==> config.mk <==
export PLATFORM = sky130hd
export DESIGN_NAME = servo_bus_reply_receiver
export DESIGN_NICKNAME = d
export VERILOG_FILES = /design/src/sbr_pkg.sv /design/src/sbr_dp.sv /design/src/sbr_ctrl.sv /design/src/servo_bus_reply_receiver.sv
export SDC_FILE = /design/constraint.sdc
export NUM_CORES = 1
export LEC_CHECK = 0
export BUFFER_PORTS_ARGS = -buffer_cell sky130_fd_sc_hd__buf_2
export CAP_MARGIN = 20
export CORE_MARGIN = 2
export CORE_UTILIZATION = 56
export CTS_BUF_LIST = sky130_fd_sc_hd__clkbuf_8
export DETAILED_ROUTE_END_ITERATION = 10
export GPL_ROUTABILITY_DRIVEN = 0
export PLACE_DENSITY_LB_ADDON = 0.2
export SKIP_LAST_GASP = 1
export SLEW_MARGIN = 30
export SYNTH_ARGS = -nofsm -noshare
export SYNTH_HDL_FRONTEND = slang
export SYNTH_SLANG_ARGS = --single-unit
==> constraint.sdc <==
create_clock -name clk -period 5.7 [get_ports clk]
set_input_delay 0.285 -clock clk [delete_from_list [all_inputs] [get_ports clk]]
set_output_delay 0.285 -clock clk [all_outputs]
set_load 0.03 [all_outputs]
==> src/sbr_pkg.sv <==
// ----------------------------------------------------------------------------
// sbr_pkg: shared definitions for the servo bus reply receiver
// Sizes, protocol constants, status and action codes, and the command and
// status bundles that pass between the controller and the datapath.
// ----------------------------------------------------------------------------
`default_nettype none

package sbr_pkg;

  // Size of the parameter buffer and the widths that follow from it.
  localparam int MAX_PARAMS = 8;
  localparam int IDX_W      = (MAX_PARAMS > 1) ? $clog2(MAX_PARAMS) : 1;
  localparam int CNT_W      = $clog2(MAX_PARAMS + 1);
  localparam int HDR_BYTES  = 5;
  localparam int POS_W      = $clog2(HDR_BYTES + MAX_PARAMS + 1);
  localparam int LEN_EXTRA  = 3;

  // Configuration port.
  localparam int CFG_IDX_W  = 2;
  localparam int CFG_DATA_W = 16;

  localparam logic [CFG_IDX_W-1:0] REG_EXPECTED_ID      = 2'd0;
  localparam logic [CFG_IDX_W-1:0] REG_EXPECTED_COMMAND = 2'd1;
  localparam logic [CFG_IDX_W-1:0] REG_PARAM_COUNT      = 2'd2;
  localparam logic [CFG_IDX_W-1:0] REG_TIMEOUT_TICKS    = 2'd3;

  localparam logic [15:0] TIMEOUT_RESET = 16'd1000;

  // Packet framing.
  localparam logic [7:0] SYNC_BYTE = 8'h55;

  localparam logic [POS_W-1:0] POS_ID  = POS_W'(2);
  localparam logic [POS_W-1:0] POS_LEN = POS_W'(3);
  localparam logic [POS_W-1:0] POS_CMD = POS_W'(4);

  // Request actions.
  localparam logic [1:0] ACT_START = 2'd0;
  localparam logic [1:0] ACT_BYTE  = 2'd1;
  localparam logic [1:0] ACT_TICK  = 2'd2;

  // Result status codes.
  localparam logic [2:0] ST_OK       = 3'd0;
  localparam logic [2:0] ST_HEADER   = 3'd1;
  localparam logic [2:0] ST_ID       = 3'd2;
  localparam logic [2:0] ST_LENGTH   = 3'd3;
  localparam logic [2:0] ST_COMMAND  = 3'd4;
  localparam logic [2:0] ST_CHECKSUM = 3'd5;
  localparam logic [2:0] ST_TIMEOUT  = 3'd6;

  // Controller to datapath.
  typedef struct packed {
    logic start;       // arm for a new packet
    logic byte_en;     // consume in_rx_byte
    logic tick_en;     // count one tick
    logic out_ld_end;  // load a single final result (failure or empty success)
    logic emit_init;   // prepare to stream the parameter buffer
    logic emit_ld;     // load the next buffered parameter as a result
  } sbr_cmd_t;

  // Datapath to controller.
  typedef struct packed {
    logic byte_fail;   // the current byte breaks the packet
    logic byte_done;   // the current byte is a matching checksum
    logic n_zero;      // no parameters are expected
    logic tick_fail;   // the current tick reaches the timeout
    logic emit_last;   // the next parameter to emit is the final one
  } sbr_sts_t;

endpackage

`default_nettype wire

==> src/sbr_dp.sv <==
// ----------------------------------------------------------------------------
// sbr_dp: receiver datapath
// Configuration registers, packet position and checksum tracking, the tick
// counter, the parameter buffer and the output payload register.
// ----------------------------------------------------------------------------
`default_nettype none

module sbr_dp (
  input  wire logic                          clk,
  input  wire logic                          rst_n,
  input  wire logic                          cfg_we,
  input  wire logic [sbr_pkg::CFG_IDX_W-1:0] cfg_index,
  input  wire logic [sbr_pkg::CFG_DATA_W-1:0] cfg_wdata,
  input  wire logic [7:0]                    rx_byte,
  input  wire sbr_pkg::sbr_cmd_t             cmd,
  output sbr_pkg::sbr_sts_t                  sts,
  output logic [2:0]                         out_status,
  output logic [7:0]                         out_param_byte,
  output logic                               out_last
);
  import sbr_pkg::*;

  logic [7:0]       cfg_id_r;
  logic [7:0]       cfg_cmd_r;
  logic [3:0]       cfg_count_r;
  logic [15:0]      cfg_timeout_r;

  logic [POS_W-1:0] pos_r, pos_nxt;
  logic [7:0]       sum_r, sum_nxt;
  logic [15:0]      tick_r, tick_nxt;
  logic [15:0]      tick_inc;

  logic [7:0]       store_r [MAX_PARAMS];
  logic             store_we;
  logic [IDX_W-1:0] store_idx;

  logic [CNT_W-1:0] eff_n;
  logic [CNT_W-1:0] emit_k_r, emit_k_nxt;
  logic [CNT_W-1:0] emit_n_r, emit_n_nxt;
  logic             in_params;
  logic             byte_fail;
  logic             byte_done;
  logic [2:0]       byte_code;

  logic [2:0]       status_r, status_nxt;
  logic [7:0]       param_r, param_nxt;
  logic             last_r, last_nxt;

  // Byte checks and next state.
  always_comb begin
    eff_n = (32'(cfg_count_r) > 32'(MAX_PARAMS)) ? CNT_W'(MAX_PARAMS) : CNT_W'(cfg_count_r);
    in_params = 32'(pos_r) < (32'(HDR_BYTES) + 32'(eff_n));
    store_idx = IDX_W'(pos_r - POS_W'(HDR_BYTES));
    byte_fail = 1'b0;
    byte_done = 1'b0;
    byte_code = ST_OK;
    store_we  = 1'b0;

    if (pos_r < POS_ID) begin
      if (rx_byte != SYNC_BYTE) begin
        byte_fail = 1'b1;
        byte_code = ST_HEADER;
      end
    end else if (pos_r == POS_ID) begin
      if (rx_byte != cfg_id_r) begin
        byte_fail = 1'b1;
        byte_code = ST_ID;
      end
    end else if (pos_r == POS_LEN) begin
      if ({1'b0, rx_byte} != (9'(eff_n) + 9'(LEN_EXTRA))) begin
        byte_fail = 1'b1;
        byte_code = ST_LENGTH;
      end
    end else if (pos_r == POS_CMD) begin
      if (rx_byte != cfg_cmd_r) begin
        byte_fail = 1'b1;
        byte_code = ST_COMMAND;
      end
    end else if (in_params) begin
      store_we = cmd.byte_en;
    end else if (~sum_r != rx_byte) begin
      byte_fail = 1'b1;
      byte_code = ST_CHECKSUM;
    end else begin
      byte_done = 1'b1;
    end

    tick_inc = (tick_r != 16'hFFFF) ? tick_r + 16'd1 : tick_r;

    pos_nxt  = pos_r;
    sum_nxt  = sum_r;
    tick_nxt = tick_r;
    if (cmd.start) begin
      pos_nxt  = '0;
      sum_nxt  = '0;
      tick_nxt = '0;
    end else if (cmd.byte_en && !byte_fail && !byte_done) begin
      pos_nxt = pos_r + POS_W'(1);
      if (pos_r >= POS_ID) begin
        sum_nxt = sum_r + rx_byte;
      end
    end else if (cmd.tick_en) begin
      tick_nxt = tick_inc;
    end
  end

  assign sts.byte_fail = byte_fail;
  assign sts.byte_done = byte_done;
  assign sts.n_zero    = (eff_n == '0);
  assign sts.tick_fail = (tick_inc >= cfg_timeout_r);
  assign sts.emit_last = (CNT_W'(emit_k_r + CNT_W'(1)) == emit_n_r);

  // Result payload.
  always_comb begin
    emit_k_nxt = emit_k_r;
    emit_n_nxt = emit_n_r;
    status_nxt = status_r;
    param_nxt  = param_r;
    last_nxt   = last_r;
    if (cmd.emit_init) begin
      emit_k_nxt = '0;
      emit_n_nxt = eff_n;
    end
    if (cmd.out_ld_end) begin
      if (cmd.tick_en) begin
        status_nxt = ST_TIMEOUT;
      end else if (byte_fail) begin
        status_nxt = byte_code;
      end else begin
        status_nxt = ST_OK;
      end
      param_nxt = '0;
      last_nxt  = 1'b1;
    end else if (cmd.emit_ld) begin
      status_nxt = ST_OK;
      param_nxt  = store_r[emit_k_r[IDX_W-1:0]];
      last_nxt   = sts.emit_last;
      emit_k_nxt = emit_k_r + CNT_W'(1);
    end
  end

  always_ff @(posedge clk) begin
    if (!rst_n) begin
      cfg_id_r      <= '0;
      cfg_cmd_r     <= '0;
      cfg_count_r   <= '0;
      cfg_timeout_r <= TIMEOUT_RESET;
      pos_r         <= '0;
      sum_r         <= '0;
      tick_r        <= '0;
    end else begin
      if (cfg_we) begin
        case (cfg_index)
          REG_EXPECTED_ID:      cfg_id_r      <= cfg_wdata[7:0];
          REG_EXPECTED_COMMAND: cfg_cmd_r     <= cfg_wdata[7:0];
          REG_PARAM_COUNT:      cfg_count_r   <= cfg_wdata[3:0];
          REG_TIMEOUT_TICKS:    cfg_timeout_r <= cfg_wdata[15:0];
          default: ;
        endcase
      end
      pos_r  <= pos_nxt;
      sum_r  <= sum_nxt;
      tick_r <= tick_nxt;
    end
  end

  always_ff @(posedge clk) begin
    if (store_we) begin
      store_r[store_idx] <= rx_byte;
    end
    emit_k_r <= emit_k_nxt;
    emit_n_r <= emit_n_nxt;
    status_r <= status_nxt;
    param_r  <= param_nxt;
    last_r   <= last_nxt;
  end

  assign out_status     = status_r;
  assign out_param_byte = param_r;
  assign out_last       = last_r;

endmodule

`default_nettype wire

==> src/sbr_ctrl.sv <==
// ----------------------------------------------------------------------------
// sbr_ctrl: receiver controller
// Tracks whether a receive attempt is armed, sequences the parameter burst
// after a good checksum, and owns both handshakes.
// ----------------------------------------------------------------------------
`default_nettype none

module sbr_ctrl (
  input  wire logic              clk,
  input  wire logic              rst_n,
  input  wire logic              in_valid,
  input  wire logic [1:0]        in_action,
  output logic                   in_ready,
  output logic                   out_valid,
  input  wire logic              out_ready,
  input  wire sbr_pkg::sbr_sts_t sts,
  output sbr_pkg::sbr_cmd_t      cmd
);
  import sbr_pkg::*;

  typedef enum logic [1:0] {
    S_IDLE,
    S_RECV,
    S_EMIT
  } state_t;

  state_t state_r, state_nxt;
  logic   out_valid_r, out_valid_nxt;
  logic   accept;
  logic   out_free;

  assign in_ready = (state_r != S_EMIT) && !out_valid_r;
  assign accept   = in_valid && in_ready;
  assign out_free = !out_valid_r || out_ready;

  always_comb begin
    state_nxt     = state_r;
    out_valid_nxt = out_valid_r && !out_ready;
    cmd           = '0;
    case (state_r)
      S_IDLE: begin
        if (accept && in_action == ACT_START) begin
          cmd.start = 1'b1;
          state_nxt = S_RECV;
        end
      end
      S_RECV: begin
        if (accept) begin
          case (in_action)
            ACT_START: begin
              cmd.start = 1'b1;
            end
            ACT_BYTE: begin
              cmd.byte_en = 1'b1;
              if (sts.byte_fail || (sts.byte_done && sts.n_zero)) begin
                cmd.out_ld_end = 1'b1;
                out_valid_nxt  = 1'b1;
                state_nxt      = S_IDLE;
              end else if (sts.byte_done) begin
                cmd.emit_init = 1'b1;
                state_nxt     = S_EMIT;
              end
            end
            ACT_TICK: begin
              cmd.tick_en = 1'b1;
              if (sts.tick_fail) begin
                cmd.out_ld_end = 1'b1;
                out_valid_nxt  = 1'b1;
                state_nxt      = S_IDLE;
              end
            end
            default: ;
          endcase
        end
      end
      S_EMIT: begin
        if (out_free) begin
          cmd.emit_ld   = 1'b1;
          out_valid_nxt = 1'b1;
          if (sts.emit_last) begin
            state_nxt = S_IDLE;
          end
        end
      end
      default: begin
        state_nxt = S_IDLE;
      end
    endcase
  end

  always_ff @(posedge clk) begin
    if (!rst_n) begin
      state_r     <= S_IDLE;
      out_valid_r <= 1'b0;
    end else begin
      state_r     <= state_nxt;
      out_valid_r <= out_valid_nxt;
    end
  end

  assign out_valid = out_valid_r;

`ifndef SYNTHESIS
  // A new result must never overwrite one that is still waiting.
  a_no_overwrite: assert property (@(posedge clk) disable iff (!rst_n)
    (cmd.out_ld_end || cmd.emit_ld) |-> (!out_valid_r || out_ready))
    else $error("result loaded over a pending result");

  // The output register only becomes valid when a result was loaded.
  a_valid_source: assert property (@(posedge clk) disable iff (!rst_n)
    $rose(out_valid_r) |-> $past(cmd.out_ld_end || cmd.emit_ld))
    else $error("output valid without a loaded result");

  // Emitting the final parameter ends the burst.
  a_burst_end: assert property (@(posedge clk) disable iff (!rst_n)
    (cmd.emit_ld && sts.emit_last) |=> (state_r == S_IDLE))
    else $error("burst did not end after the final parameter");

  // The burst is entered only from a byte that carried a good checksum.
  a_burst_entry: assert property (@(posedge clk) disable iff (!rst_n)
    (state_r == S_EMIT && $past(state_r) != S_EMIT) |->
      $past(cmd.byte_en && sts.byte_done && !sts.n_zero))
    else $error("burst entered without a good checksum");
`endif

endmodule

`default_nettype wire

==> src/servo_bus_reply_receiver.sv <==
// ----------------------------------------------------------------------------
// servo_bus_reply_receiver: servo bus reply packet checker
// Checks a reply packet that arrives one byte per request after a start
// request, reports the first failure as a status code, and on success
// returns the received parameter bytes as a run of results.
// ----------------------------------------------------------------------------
//
//   Channel  Handshake             Payload
//   -------  --------------------  -----------------------------------------
//   in       in_valid / in_ready   in_action, in_rx_byte
//   out      out_valid / out_ready out_status, out_param_byte, out_last
//   cfg      cfg_we (no wait)      cfg_index, cfg_wdata
//
// A failure, or a good reply with no parameters, loads its single result into
// the output register at the edge that takes the request.
// A good reply with N parameters moves the controller to its emit state when
// the checksum byte is taken and loads its first result from there, then one
// more per cycle while out_ready is high; the single output register sets
// that pace, and no request is taken until the final result has been taken.
// A request is refused while a result still waits in the output register.
// Reset is synchronous and active low; it disarms the receiver, clears the
// output valid and restores the register defaults. The parameter buffer is
// not cleared; only entries written in the current attempt are read.
//
// Packet layout: two sync bytes of 0x55, the device id, a length byte equal
// to the parameter count plus three, the command code, the parameters, and a
// checksum that is the inverted 8-bit sum of id through the last parameter.
// A parameter count above the buffer size is treated as the buffer size.
// Ticks counted since the start saturate at 16 bits; reaching the timeout
// register fails the attempt.
// ----------------------------------------------------------------------------
`default_nettype none

module servo_bus_reply_receiver (
  input  wire logic                           clk,
  input  wire logic                           rst_n,
  input  wire logic                           cfg_we,
  input  wire logic [sbr_pkg::CFG_IDX_W-1:0]  cfg_index,
  input  wire logic [sbr_pkg::CFG_DATA_W-1:0] cfg_wdata,
  input  wire logic                           in_valid,
  output logic                                in_ready,
  input  wire logic [1:0]                     in_action,
  input  wire logic [7:0]                     in_rx_byte,
  output logic                                out_valid,
  input  wire logic                           out_ready,
  output logic [2:0]                          out_status,
  output logic [7:0]                          out_param_byte,
  output logic                                out_last
);
  import sbr_pkg::*;

  // Commands from the controller and status from the datapath.
  sbr_cmd_t cmd;
  sbr_sts_t sts;

  // The controller decides what each accepted request does and paces the
  // parameter burst against the output handshake.
  sbr_ctrl u_ctrl (
    .clk       (clk),
    .rst_n     (rst_n),
    .in_valid  (in_valid),
    .in_action (in_action),
    .in_ready  (in_ready),
    .out_valid (out_valid),
    .out_ready (out_ready),
    .sts       (sts),
    .cmd       (cmd)
  );

  // The datapath holds the configuration, checks each byte against its
  // place in the packet, keeps the checksum and tick count, buffers the
  // parameters and drives the result payload.
  sbr_dp u_dp (
    .clk            (clk),
    .rst_n          (rst_n),
    .cfg_we         (cfg_we),
    .cfg_index      (cfg_index),
    .cfg_wdata      (cfg_wdata),
    .rx_byte        (in_rx_byte),
    .cmd            (cmd),
    .sts            (sts),
    .out_status     (out_status),
    .out_param_byte (out_param_byte),
    .out_last       (out_last)
  );

endmodule

`default_nettype wire

-- Yosys cells after proc, flatten, opt, wreduce, memory -nomap -nowiden
Memories as Yosys holds them, arrays and structs flattened. A register that Yosys moved wholly into a read port is not among the register bits.
Index checks and enable logic that the tools add are counted.
- register bits: 79
- input port bits: 33
- output and inout port bits: 14
- RAM bits: 64
- memories kept: 1
- word-level logic and storage cells: 152
- memories (name ; words ; bits a word ; read ports ; clocked after memory_dff ; wr ports ; RTL line ; source):
    u_dp.store_r ; 8 ; 8 ; 1 ; 1 ; 1 ; sbr_dp.sv:33 ; logic [7:0] store_r [MAX_PARAMS];
- add/subtract/negate cells: 7
- order comparisons: 5
- mux-type cells: 72
- equality and inequality tests: 25
- bitwise operators: 3
- reductions and logical operators: 26
- operator list (kind ; number):
    $mux W1 ; 39
    $mux W3 ; 11
    $ne A8 B8 Y1 ; 3
    $mux W4 ; 5
    $mux W2 ; 9
    $add A16 B1 Y16 const B ; 1
    $ge A16 B16 Y1 ; 1
    $mux W16 ; 1
    $ne A16 B16 Y1 const B ; 1
    $reduce_and A2 Y1 ; 6
    $ne A8 B9 Y1 ; 1
    $add A4 B1 Y4 const B ; 2
    $add A8 B8 Y8 ; 1
    $eq A2 B2 Y1 const B ; 4
    $eq A4 B2 Y1 const B ; 2
    $ne A8 B7 Y1 const B ; 1
    $not A8 Y8 ; 1
    $pmux W1 S2 ; 4
    $logic_and A1 B1 Y1 ; 7
    $reduce_and A7 Y1 ; 1
    $eq A2 B1 Y1 const B ; 3
    $logic_not A2 Y1 ; 3
    $ne A2 B1 Y1 const B ; 3
    $ne A3 B3 Y1 const B ; 2
    other kinds (20) ; 26

-- Logic depth before layout (Yosys ltp)
Gate-level depths: netlist of run 1.
- depth in word-level cells: 22
- gate-level depth with buffers: 15
- gate-level depth less buffers: 14

-- By module
Synthesis of run 1 repeated with hierarchy kept, for this count alone.
- cell total of the unflattened synthesis: 770
- area total of the unflattened synthesis: 8109.0 µm²
- modules (own cells, without submodules) (module ; sequential area each (µm²) ; cells an instance ; area an instance (µm²) ; instances):
    sbr_dp ; 3673.5 ; 722 ; 7699.9 ; 1
    sbr_ctrl ; 60.1 ; 48 ; 409.1 ; 1

-- Worst setup path after synthesis of run 1
No wires, ideal clock.
- kind: register to register
- start point: register u_dp.tick_r[4]
- end point: register u_dp.status_r[0] (netlist: u_dp.out_status[0]), enable pin
- setup time: 256 ps
- cell stages (with the launch flop): 15
- path slack: 2168 ps
- buffers on the path: 1
- arrival time: 3276 ps
- path through: dfxtp_1 and4_1 nand4_1 nor4_1 clkbuf_1 nor2_1 xor2_1 ha_1 a2111oi_0 nor3_1 a211oi_1 o21ai_0 nand2_1 a21boi_0 or2_2
- cells in the longest elaborated chain, start to end: 8
- ends and longest elaborated chain (item ; RTL line ; source):
    start, declared ; sbr_dp.sv:30 ; logic [15:0] tick_r, tick_nxt;
    start signal, assigned ; sbr_dp.sv:163 ; tick_r <= tick_nxt;
    $ne A16 B16 Y1 ; sbr_dp.sv:88 ; tick_inc = (tick_r != 16'hFFFF) ? tick_r + 16'd1 : tick_r;
    $mux W16 ; sbr_dp.sv:88 ;
    via u_dp.tick_inc[3] ; sbr_dp.sv:31 ; logic [15:0] tick_inc;
    $ge A16 B16 Y1 ; sbr_dp.sv:110 ; assign sts.tick_fail = (tick_inc >= cfg_timeout_r);
    $mux W1 ; sbr_ctrl.sv:66 ; if (sts.tick_fail) begin
    $pmux W1 S2 ; sbr_ctrl.sv:49 ; case (in_action)
    $mux W5 ; sbr_ctrl.sv:48 ; if (accept) begin
    $mux W4 ; sbr_ctrl.sv:40 ; case (state_r)
    $reduce_bool A2 Y1 (no line) ; - ;
    end signal, assigned ; sbr_dp.sv:173 ; status_r <= status_nxt;
    end, declared ; sbr_dp.sv:45 ; logic [2:0] status_r, status_nxt;
The timed path passes the listed nets, and every way through them passes these cells.
A chain may end at the register's enable or synchronous reset.

-- Worst setup path after layout of run 1
- start point: register u_dp.tick_r[4]
- end point: register u_dp.status_r[2] (netlist: u_dp.out_status[2]), enable pin
- cells in the longest elaborated chain, start to end: 8
- ends and longest elaborated chain (item ; RTL line):
    $add A16 B1 Y16 or $ne A16 B16 Y1 (tied branches) ; sbr_dp.sv:88
    $mux W16 * ; sbr_dp.sv:88
    via u_dp.tick_inc[5] ; sbr_dp.sv:31
    $ge A16 B16 Y1 * ; sbr_dp.sv:110
    $mux W1 * ; sbr_ctrl.sv:66
    $pmux W1 S2 * ; sbr_ctrl.sv:49
    $mux W5 * ; sbr_ctrl.sv:48
    $mux W4 * ; sbr_ctrl.sv:40
    $reduce_bool A2 Y1 (no line) * ; -
Mark *: on every way through the listed nets, which the timed path passes. The rest lies on a longest branch.

==> results.tsv, run 1 <==
stage	metric	value	unit
clocking	post_cts_buffers	0	
synth	syn_nets	779	
clocking	cts_tree	built	
cells_and_area	design_area	8500	sq um
critical_path	required	5.91	ns
routing	wirelength	15900	microns
critical_path	reg2reg_from	u_dp.tick_r[4]$_SDFFE_PP0P_	
routing	wire_per_inst	16.9	microns
global_routing	grt_start_max_net_pins	44	
cells_and_area	num-nets-final	823	
critical_path	cp_max_fo	13	
floorplanning	die_y	122	microns
timing	rsz0062_at_grt	false	
timing	setup_tns	0	ns
timing	hold_viol_final	0	
critical_path	worstReg2RegEnd	u_dp.out_status[2]$_SDFFCE_PN0P_	
cells_and_area	fillers	1122	
clocking	clock_latency	0.45	ns
synth	avgSynthCellArea	11.0	sq um
routing	first_pass_iters	7	
timing	maxSlewViolCount	0	
global_routing	grt_first_pass_wirelength	26200	microns
placement	dpl_worst_slack	1.41	ns
global_routing	antenna_found_initial	0	
flow_run	drv_cap	0	
pwr	ir_drop	0.152	mV
critical_path	endpoint_kind	flop	
global_routing	grtUsageMet3	5.99	%
critical_path	worstSetupEndpoint	u_dp.out_status[2]$_SDFFCE_PN0P_	
pwr	power	2.10	mW
cells_and_area	layout-drive-gt1-share	15.9	%
timing	fin_crit_sh	76.7	%
timing	fin_ws	1.33	ns
clocking	clock_sinks	151	
timing	setup_violations	0	
synth	ys_warn_count	0	
critical_path	crit_slowest_cell	nor4_1	
clocking	cts-root-buf	clkbuf_8	
floorplanning	die_w	122	microns
floorplanning	fp-row-count	43	
clocking	clkTransAtPathRegs	0.08	ns
critical_path	path_class	flop to flop	
timing	period_needed	4.37	ns
global_routing	grt_pass1_vias	5242	
synth	synth_edf_count	71	
critical_path	rrSetupSlack	1.33	ns
critical_path	r2r_cells	16	
global_routing	grt-busiest-layer	met2	
synth	synthArstFlopShare	0	%
routing	vias	5406	
critical_path	arrival	4.58	ns
critical_path	crit_path_start	u_dp.tick_r[4]$_SDFFE_PP0P_	
timing	skew	0.00923	ns
synth	synth.distinct_cells	67	
synth	synth_seq_cells	151	
routing	dr.first_iter.drc_count	298	
critical_path	crit_chain	and4_1, nand4_1, nor4_1, buf_4, nor2_1, nand2_1, xnor2_1, ha_1, a2111oi_0, nor3_1, a211oi_1, o21ai_0, nand2_1, a21boi_0, buf_4, or2_2	
critical_path	slowest_delay	0.54	ns
global_routing	met1_usage	30.7	%
clocking	cts.path.max_buffers	2	
critical_path	start_kind	flop	
synth	netlist_area	7760	sq um
cells_and_area	final_core_util	62.0	%
timing	slew_headroom	34.3	%
cells_and_area	diodes	0	
placement	port_buffers	46	
cells_and_area	areaGrowthSynthToFinish	9.46	%
timing	worstMarginPinSlew	0.980	ns
floorplanning	initial_core_util	56.6	%
min_path	min_path_cells	3	
floorplanning	die_area	14800	sq um
clocking	htreeDepth	4	
global_routing	grt_use_met2	37.7	%
synth	postSynthCellCount	705	
timing	clock.fmax	229	MHz
pwr	p_per_area	247	nW/um^2
global_routing	gr-total-overflow	0	
routing	via_per_inst	5.74	
synth	synth.yosys.seq_area_share	48.1	%
floorplanning	core_area	13700	sq um
placement	dp_hpwl	11500	microns
pwr	p_leak	3.23	nW
routing	remaining_drc_errors	0	
min_path	worstHoldPathType	primary input to flop	
routing	antenna_left	0	
clocking	cts_resized	0	
clocking	cts_made_buffers	17	
outcome	status	completed	
clocking	cts_hold_buf	0	
placement	place_area	8140	sq um
floorplanning	ios	47	
global_routing	grt_util_all_layers	23.1	%
synth	synthFlopType	dfxtp_1	
## Yosys cell counts, types with 6 or more instances
cell type | number | share of area [%]
dfxtp_1 | 80 | 21
edfxtp_1 | 71 | 27
nand2_1 | 62 | 3.0
mux2i_1 | 44 | 5.7
nor2_1 | 42 | 2.0
ha_1 | 40 | 6.4
inv_1 | 35 | 1.7
xnor2_1 | 29 | 3.3
a21oi_1 | 27 | 1.7
nor2b_1 | 22 | 1.8
clkbuf_1 | 20 | 0.97
mux4_2 | 16 | 4.6
o21ai_0 | 16 | 1.0
xor2_1 | 16 | 1.8
nand3_1 | 14 | 0.90
a21boi_0 | 13 | 1.3
nor3_1 | 10 | 0.64
o211ai_1 | 9 | 0.87
o21a_1 | 9 | 0.87
nand4_1 | 8 | 0.64
o22ai_1 | 8 | 0.64
nand2b_1 | 7 | 0.56
o21ai_1 | 7 | 0.45
or4_1 | 7 | 0.68
o31ai_1 | 6 | 0.58
or3_1 | 6 | 0.48
## metal layers
metal	wire length, microns	vias up	share of wire (%)
li1	-	2649	-
met1	7330	2597	46
met2	7540	147	47
met3	909	13	5.7
met4	161	0	1.0
met5	0	-	0
## state kept, by name, indices dropped and copies added, names as in the netlist, 3 cells and up
name,flops
u_dp.cfg_id_r,8
u_dp.sum_r,8
u_dp.cfg_count_r,4
u_dp.store_r,64
u_dp.out_param_byte,8
u_dp.emit_k_r,4
u_dp.out_status,3
u_dp.emit_n_r,4
u_dp.cfg_timeout_r,16
u_dp.pos_r,4
u_dp.tick_r,16
u_dp.cfg_cmd_r,8
## where the power goes
group          total (mW)  switching, mW  internal, mW
combinational       0.190          0.113        0.0775
clock               0.751          0.399         0.352
sequential           1.16         0.0132          1.15
total                2.10          0.525          1.58
## logic make-up (layout without fill, tap and decap cells)
family | Yosys count | count (layout) | share of synthesized area, %
AND/OR/NAND/NOR | 220 | 220 | 15.1
flip-flops | 151 | 151 | 48.1
AO/OA/AOI/OAI | 120 | 120 | 10.7
buffers and inverters | 66 | 123 | 3.69
multiplexers | 62 | 62 | 10.6
XOR/XNOR | 45 | 45 | 5.08
adder cells (fa/ha/maj) | 41 | 41 | 6.70
## critical path, delay by kind of cell (launching register included)
kind	cells	cell delay, ns
and+or+nand+nor	8	1.77
buffers and inverters	2	0.47
AOI/OAI and AO/OA	4	1.03
adders and majority gates	1	0.27
DFF	1	0.43
xor gates and xnor gates	1	0.13
## cell type report
type	count	area [sq um]	share of cell area (%)
multi-input cells	488	3750	44.1
flip-flops and latches	151	3730	43.9
repair buffers	55	298	3.50
clock buffers	18	248	2.91
well taps	180	225	2.65
inverters	36	135	1.59
clock inverters	14	111	1.31
## worst min path at each step
stage                                             start                             endpoint  slack (ns)
floorplan                                 in_rx_byte[0]         u_dp.store_r[0][0]$_DFFE_PP_        0.38
global placement    u_dp.out_param_byte[5]$_SDFFE_PP0P_  u_dp.out_param_byte[5]$_SDFFE_PP0P_        0.45
detailed placement  u_dp.out_param_byte[2]$_SDFFE_PP0P_  u_dp.out_param_byte[2]$_SDFFE_PP0P_        0.46
CTS                                        cfg_wdata[8]   u_dp.cfg_timeout_r[8]$_SDFFE_PN1P_        0.03
global route                               cfg_wdata[9]   u_dp.cfg_timeout_r[9]$_SDFFE_PN1P_        0.05
finish                                     cfg_wdata[8]   u_dp.cfg_timeout_r[8]$_SDFFE_PN1P_        0.06
## placed cells by master (no fill, tap or decap), types with 18 or more instances in the layout
cell type / count
nand2_1: 62
edfxtp_1: 71
ha_1: 40
dfxtp_1: 80
a21oi_1: 27
mux2i_1: 44
xnor2_1: 29
inv_1: 37
buf_2: 46
clkbuf_8: 18
nor2b_1: 22
nor2_1: 42
## per-stage QoR
step | std cells | hold slack [ns]
3_3_place_gp | 910 | 0.452
2_1_floorplan | 705 | 0.384
5_1_grt | 942 | 0.0527
4_1_cts | 942 | 0.0327
6_report | 942 | 0.0594
3_5_place_dp | 910 | 0.459
Power figures use the tool's default switching activity.
==> run 2, diff against run 1 <==
Settings changed: ABC_AREA set to 1.
Clock period 5.7 ns to 4.1 ns, I/O delays scaled along.
==> results.tsv, run 2 <==
stage	metric	value	unit
outcome	status	completed	
critical_path	cpMostUsedCell	nand2_1	
clocking	htreeDepth	4	
flow_run	drv_cap	0	
routing	vias	6445	
min_path	worstHoldPathType	primary input to flop	
critical_path	path_class	flop to flop	
pwr	p_leak	3.81	nW
global_routing	antenna_found_initial	0	
routing	dr.first_iter.drc_count	561	
critical_path	crit_slowest_cell	dfxtp_1	
cells_and_area	areaGrowthSynthToFinish	11.1	%
cells_and_area	diodes	0	
synth	avgSynthCellArea	8.15	sq um
timing	hold_viol_final	0	
cells_and_area	num-nets-final	1100	
routing	via_per_inst	5.29	
cells_and_area	max_flop_register	u_dp.store_r	
floorplanning	core_area	13800	sq um
clocking	cts_made_buffers	17	
floorplanning	fp-row-count	43	
critical_path	endpoint_kind	flop	
floorplanning	die_area	15100	sq um
cells_and_area	largest_register_ffs	64	
synth	synth.distinct_cells	45	
synth	synth.yosys.seq_area_share	47.3	%
timing	clock.fmax	269	MHz
synth	yosys.area.top_type_share	27.0	%
cells_and_area	top_regs	u_dp.store_r (64), u_dp.cfg_timeout_r (16), u_dp.tick_r (16)	
clocking	post_cts_buffers	0	
timing	rsz0062_at_grt	false	
global_routing	grt_pass1_vias	5958	
critical_path	arrival	3.87	ns
cells_and_area	layout-drive-gt1-share	11.0	%
synth	syn_nets	1042	
synth	synthArstFlopShare	0	%
synth	netlist_area	7890	sq um
synth	synth_seq_cells	151	
critical_path	slowest_delay	0.44	ns
pwr	p_per_area	448	nW/um^2
routing	remaining_drc_errors	0	
cells_and_area	final_common_cell	nand2_1	
synth	synthFlopType	dfxtp_1	
timing	fin_crit_sh	90.7	%
timing	worstMarginPinSlew	0.930	ns
cells_and_area	multiInputGateArea	3570	sq um
timing	slew_headroom	37.6	%
global_routing	grt_first_pass_wirelength	28100	microns
floorplanning	die_y	123	microns
cells_and_area	layout_common_cells	nand2_1 (235), inv_1 (115), nor2_1 (104)	
timing	period_needed	3.72	ns
routing	wire_per_inst	14.3	microns
pwr	power	3.93	mW
global_routing	grt_start_max_net_pins	36	
pwr	ir_drop	0.215	mV
critical_path	cp_max_fo	9	
floorplanning	initial_core_util	57.0	%
timing	setup_tns	0	ns
cells_and_area	regArea	3730	sq um
clocking	cts_resized	0	
synth	ys_warn_count	0	
global_routing	gr-total-overflow	0	
critical_path	crit_chain	ha_1, nand2_1, nor3_2, inv_1, nor2_1, nand4_1, nor2_1, nand2_1, o21ai_1, inv_1, ha_1, nand2_1, inv_1, nand3_1, nor3_1, nand3_1, nand3_1, nand2_1, nand2_2, nand2_1, nand2_1	
routing	first_pass_iters	6	
synth	yosysMostFrequentCell	nand2_1	
routing	antenna_left	0	
synth	synth_area_leader_cell	edfxtp_1	
global_routing	grt_util_all_layers	24.4	%
clocking	clock_sinks	151	
synth	postSynthCellCount	968	
cells_and_area	fillers	1181	
synth	synthTopCellsByArea	edfxtp_1 (27%), dfxtp_1 (20%), nand2_1 (11%)	
synth	synth_edf_count	71	
timing	maxSlewViolCount	0	
clocking	clock_latency	0.45	ns
critical_path	rrSetupSlack	0.38	ns
floorplanning	ios	47	
clocking	cts.path.max_buffers	2	
floorplanning	die_w	123	microns
synth	synth_common_cells	nand2_1 (235), inv_1 (116), nor2_1 (104), dfxtp_1 (80), a21oi_1 (73)	
clocking	cts_tree	built	
routing	wirelength	17500	microns
placement	dp_hpwl	12300	microns
critical_path	start_kind	flop	
clocking	cts-root-buf	clkbuf_8	
timing	whs	0.0368	ns
clocking	clkTransAtPathRegs	0.09	ns
placement	port_buffers	46	
critical_path	required	4.25	ns
timing	setup_violations	0	
clocking	cts_hold_buf	6	
timing	skew	0.00878	ns
[run 2: cell count changes in the layout (fill, tap and decap cells not counted), sizes merged, moves of 9 or more]
| cell | previous run | this run |
|---|---|---|
| nand2 | 62 | 241 |
| inv | 40 | 128 |
| nor2 | 42 | 109 |
| a21oi | 27 | 74 |
| mux2i | 44 | 0 |
| o21ai | 25 | 61 |
| nand3 | 14 | 40 |
| nor2b | 22 | 0 |
| a32oi | 0 | 16 |
| mux4 | 16 | 0 |
| a21boi | 13 | 0 |
| o21a | 9 | 0 |
[run 2: logic make-up (layout without fill, tap and decap cells)]
logic type                 count (synthesis)  in the layout  share of synthesized area (%)
xor gates and xnor gates                  38             38                           4.22
AOI/OAI and AO/OA                        168            168                           12.0
DFF                                      151            151                           47.3
adders and majority gates                 41             41                           6.60
buffers and inverters                    149            220                           7.36
and+or+nand+nor                          421            421                           22.4
[run 2: power by group]
group          internal [mW]  switching [mW]
clock                  0.487           0.598
combinational          0.367           0.731
sequential              1.67          0.0713
total                   2.53            1.40
[run 2: area by class of cell]
type | instances | area share (%)
clock inverter | 12 | 1.20
tap | 180 | 2.57
timing repair buffer | 65 | 4.43
multi-input combinational | 668 | 40.8
clock buffer | 20 | 3.14
sequential | 151 | 42.6
inverter | 123 | 5.27
[run 2: metal layers]
metal / GRT usage [%] / wire (microns) / up-vias
li1: - / - / 3292
met1: 30.5 / 7820 / 2951
met2: 40.9 / 8480 / 173
met3: 5.95 / 771 / 29
met4: 9.34 / 396 / 0
met5: 0 / 0 / -
[run 2: metrics by stage]
stage / utilization (%) / setup slack (ns) / std cells / area [sq um]
final: 63.4 / 0.381 / 1219 / 8760
after global routing: 63.4 / 0.0346 / 1219 / 8760
after CTS: 63.4 / 0.473 / 1219 / 8760
after detailed placement: 60.2 / 0.499 / 1181 / 8320
after global placement: 60.2 / 0.610 / 1181 / 8320
after floorplan: - / 1.07 / 968 / 7890
[run 2: worst max-delay path: cells and delay by family, from the launching register on]
family          cells  cell delay [ns]
buf+inv             3             0.21
simple gates       15             2.17
flops               1             0.44
fa+ha+maj           2             0.49
compound gates      1             0.12
[run 2: path summary, 6_finish.rpt]
| kind | startpoint | to | cells past startpoint |
|---|---|---|---|
| worst max-delay path | u_dp.tick_r[0]$_SDFFE_PP0P_ | u_dp.out_status[2]$_SDFFCE_PN0P_ | 21 |
| worst min register to register | u_dp.cfg_timeout_r[1]$_SDFFE_PN0P_ | u_dp.cfg_timeout_r[1]$_SDFFE_PN0P_ | 2 |
| worst max register to register | u_dp.tick_r[0]$_SDFFE_PP0P_ | u_dp.out_status[2]$_SDFFCE_PN0P_ | 21 |
| worst min-delay path | cfg_wdata[11] | u_dp.cfg_timeout_r[11]$_SDFFE_PN0P_ | 3 |
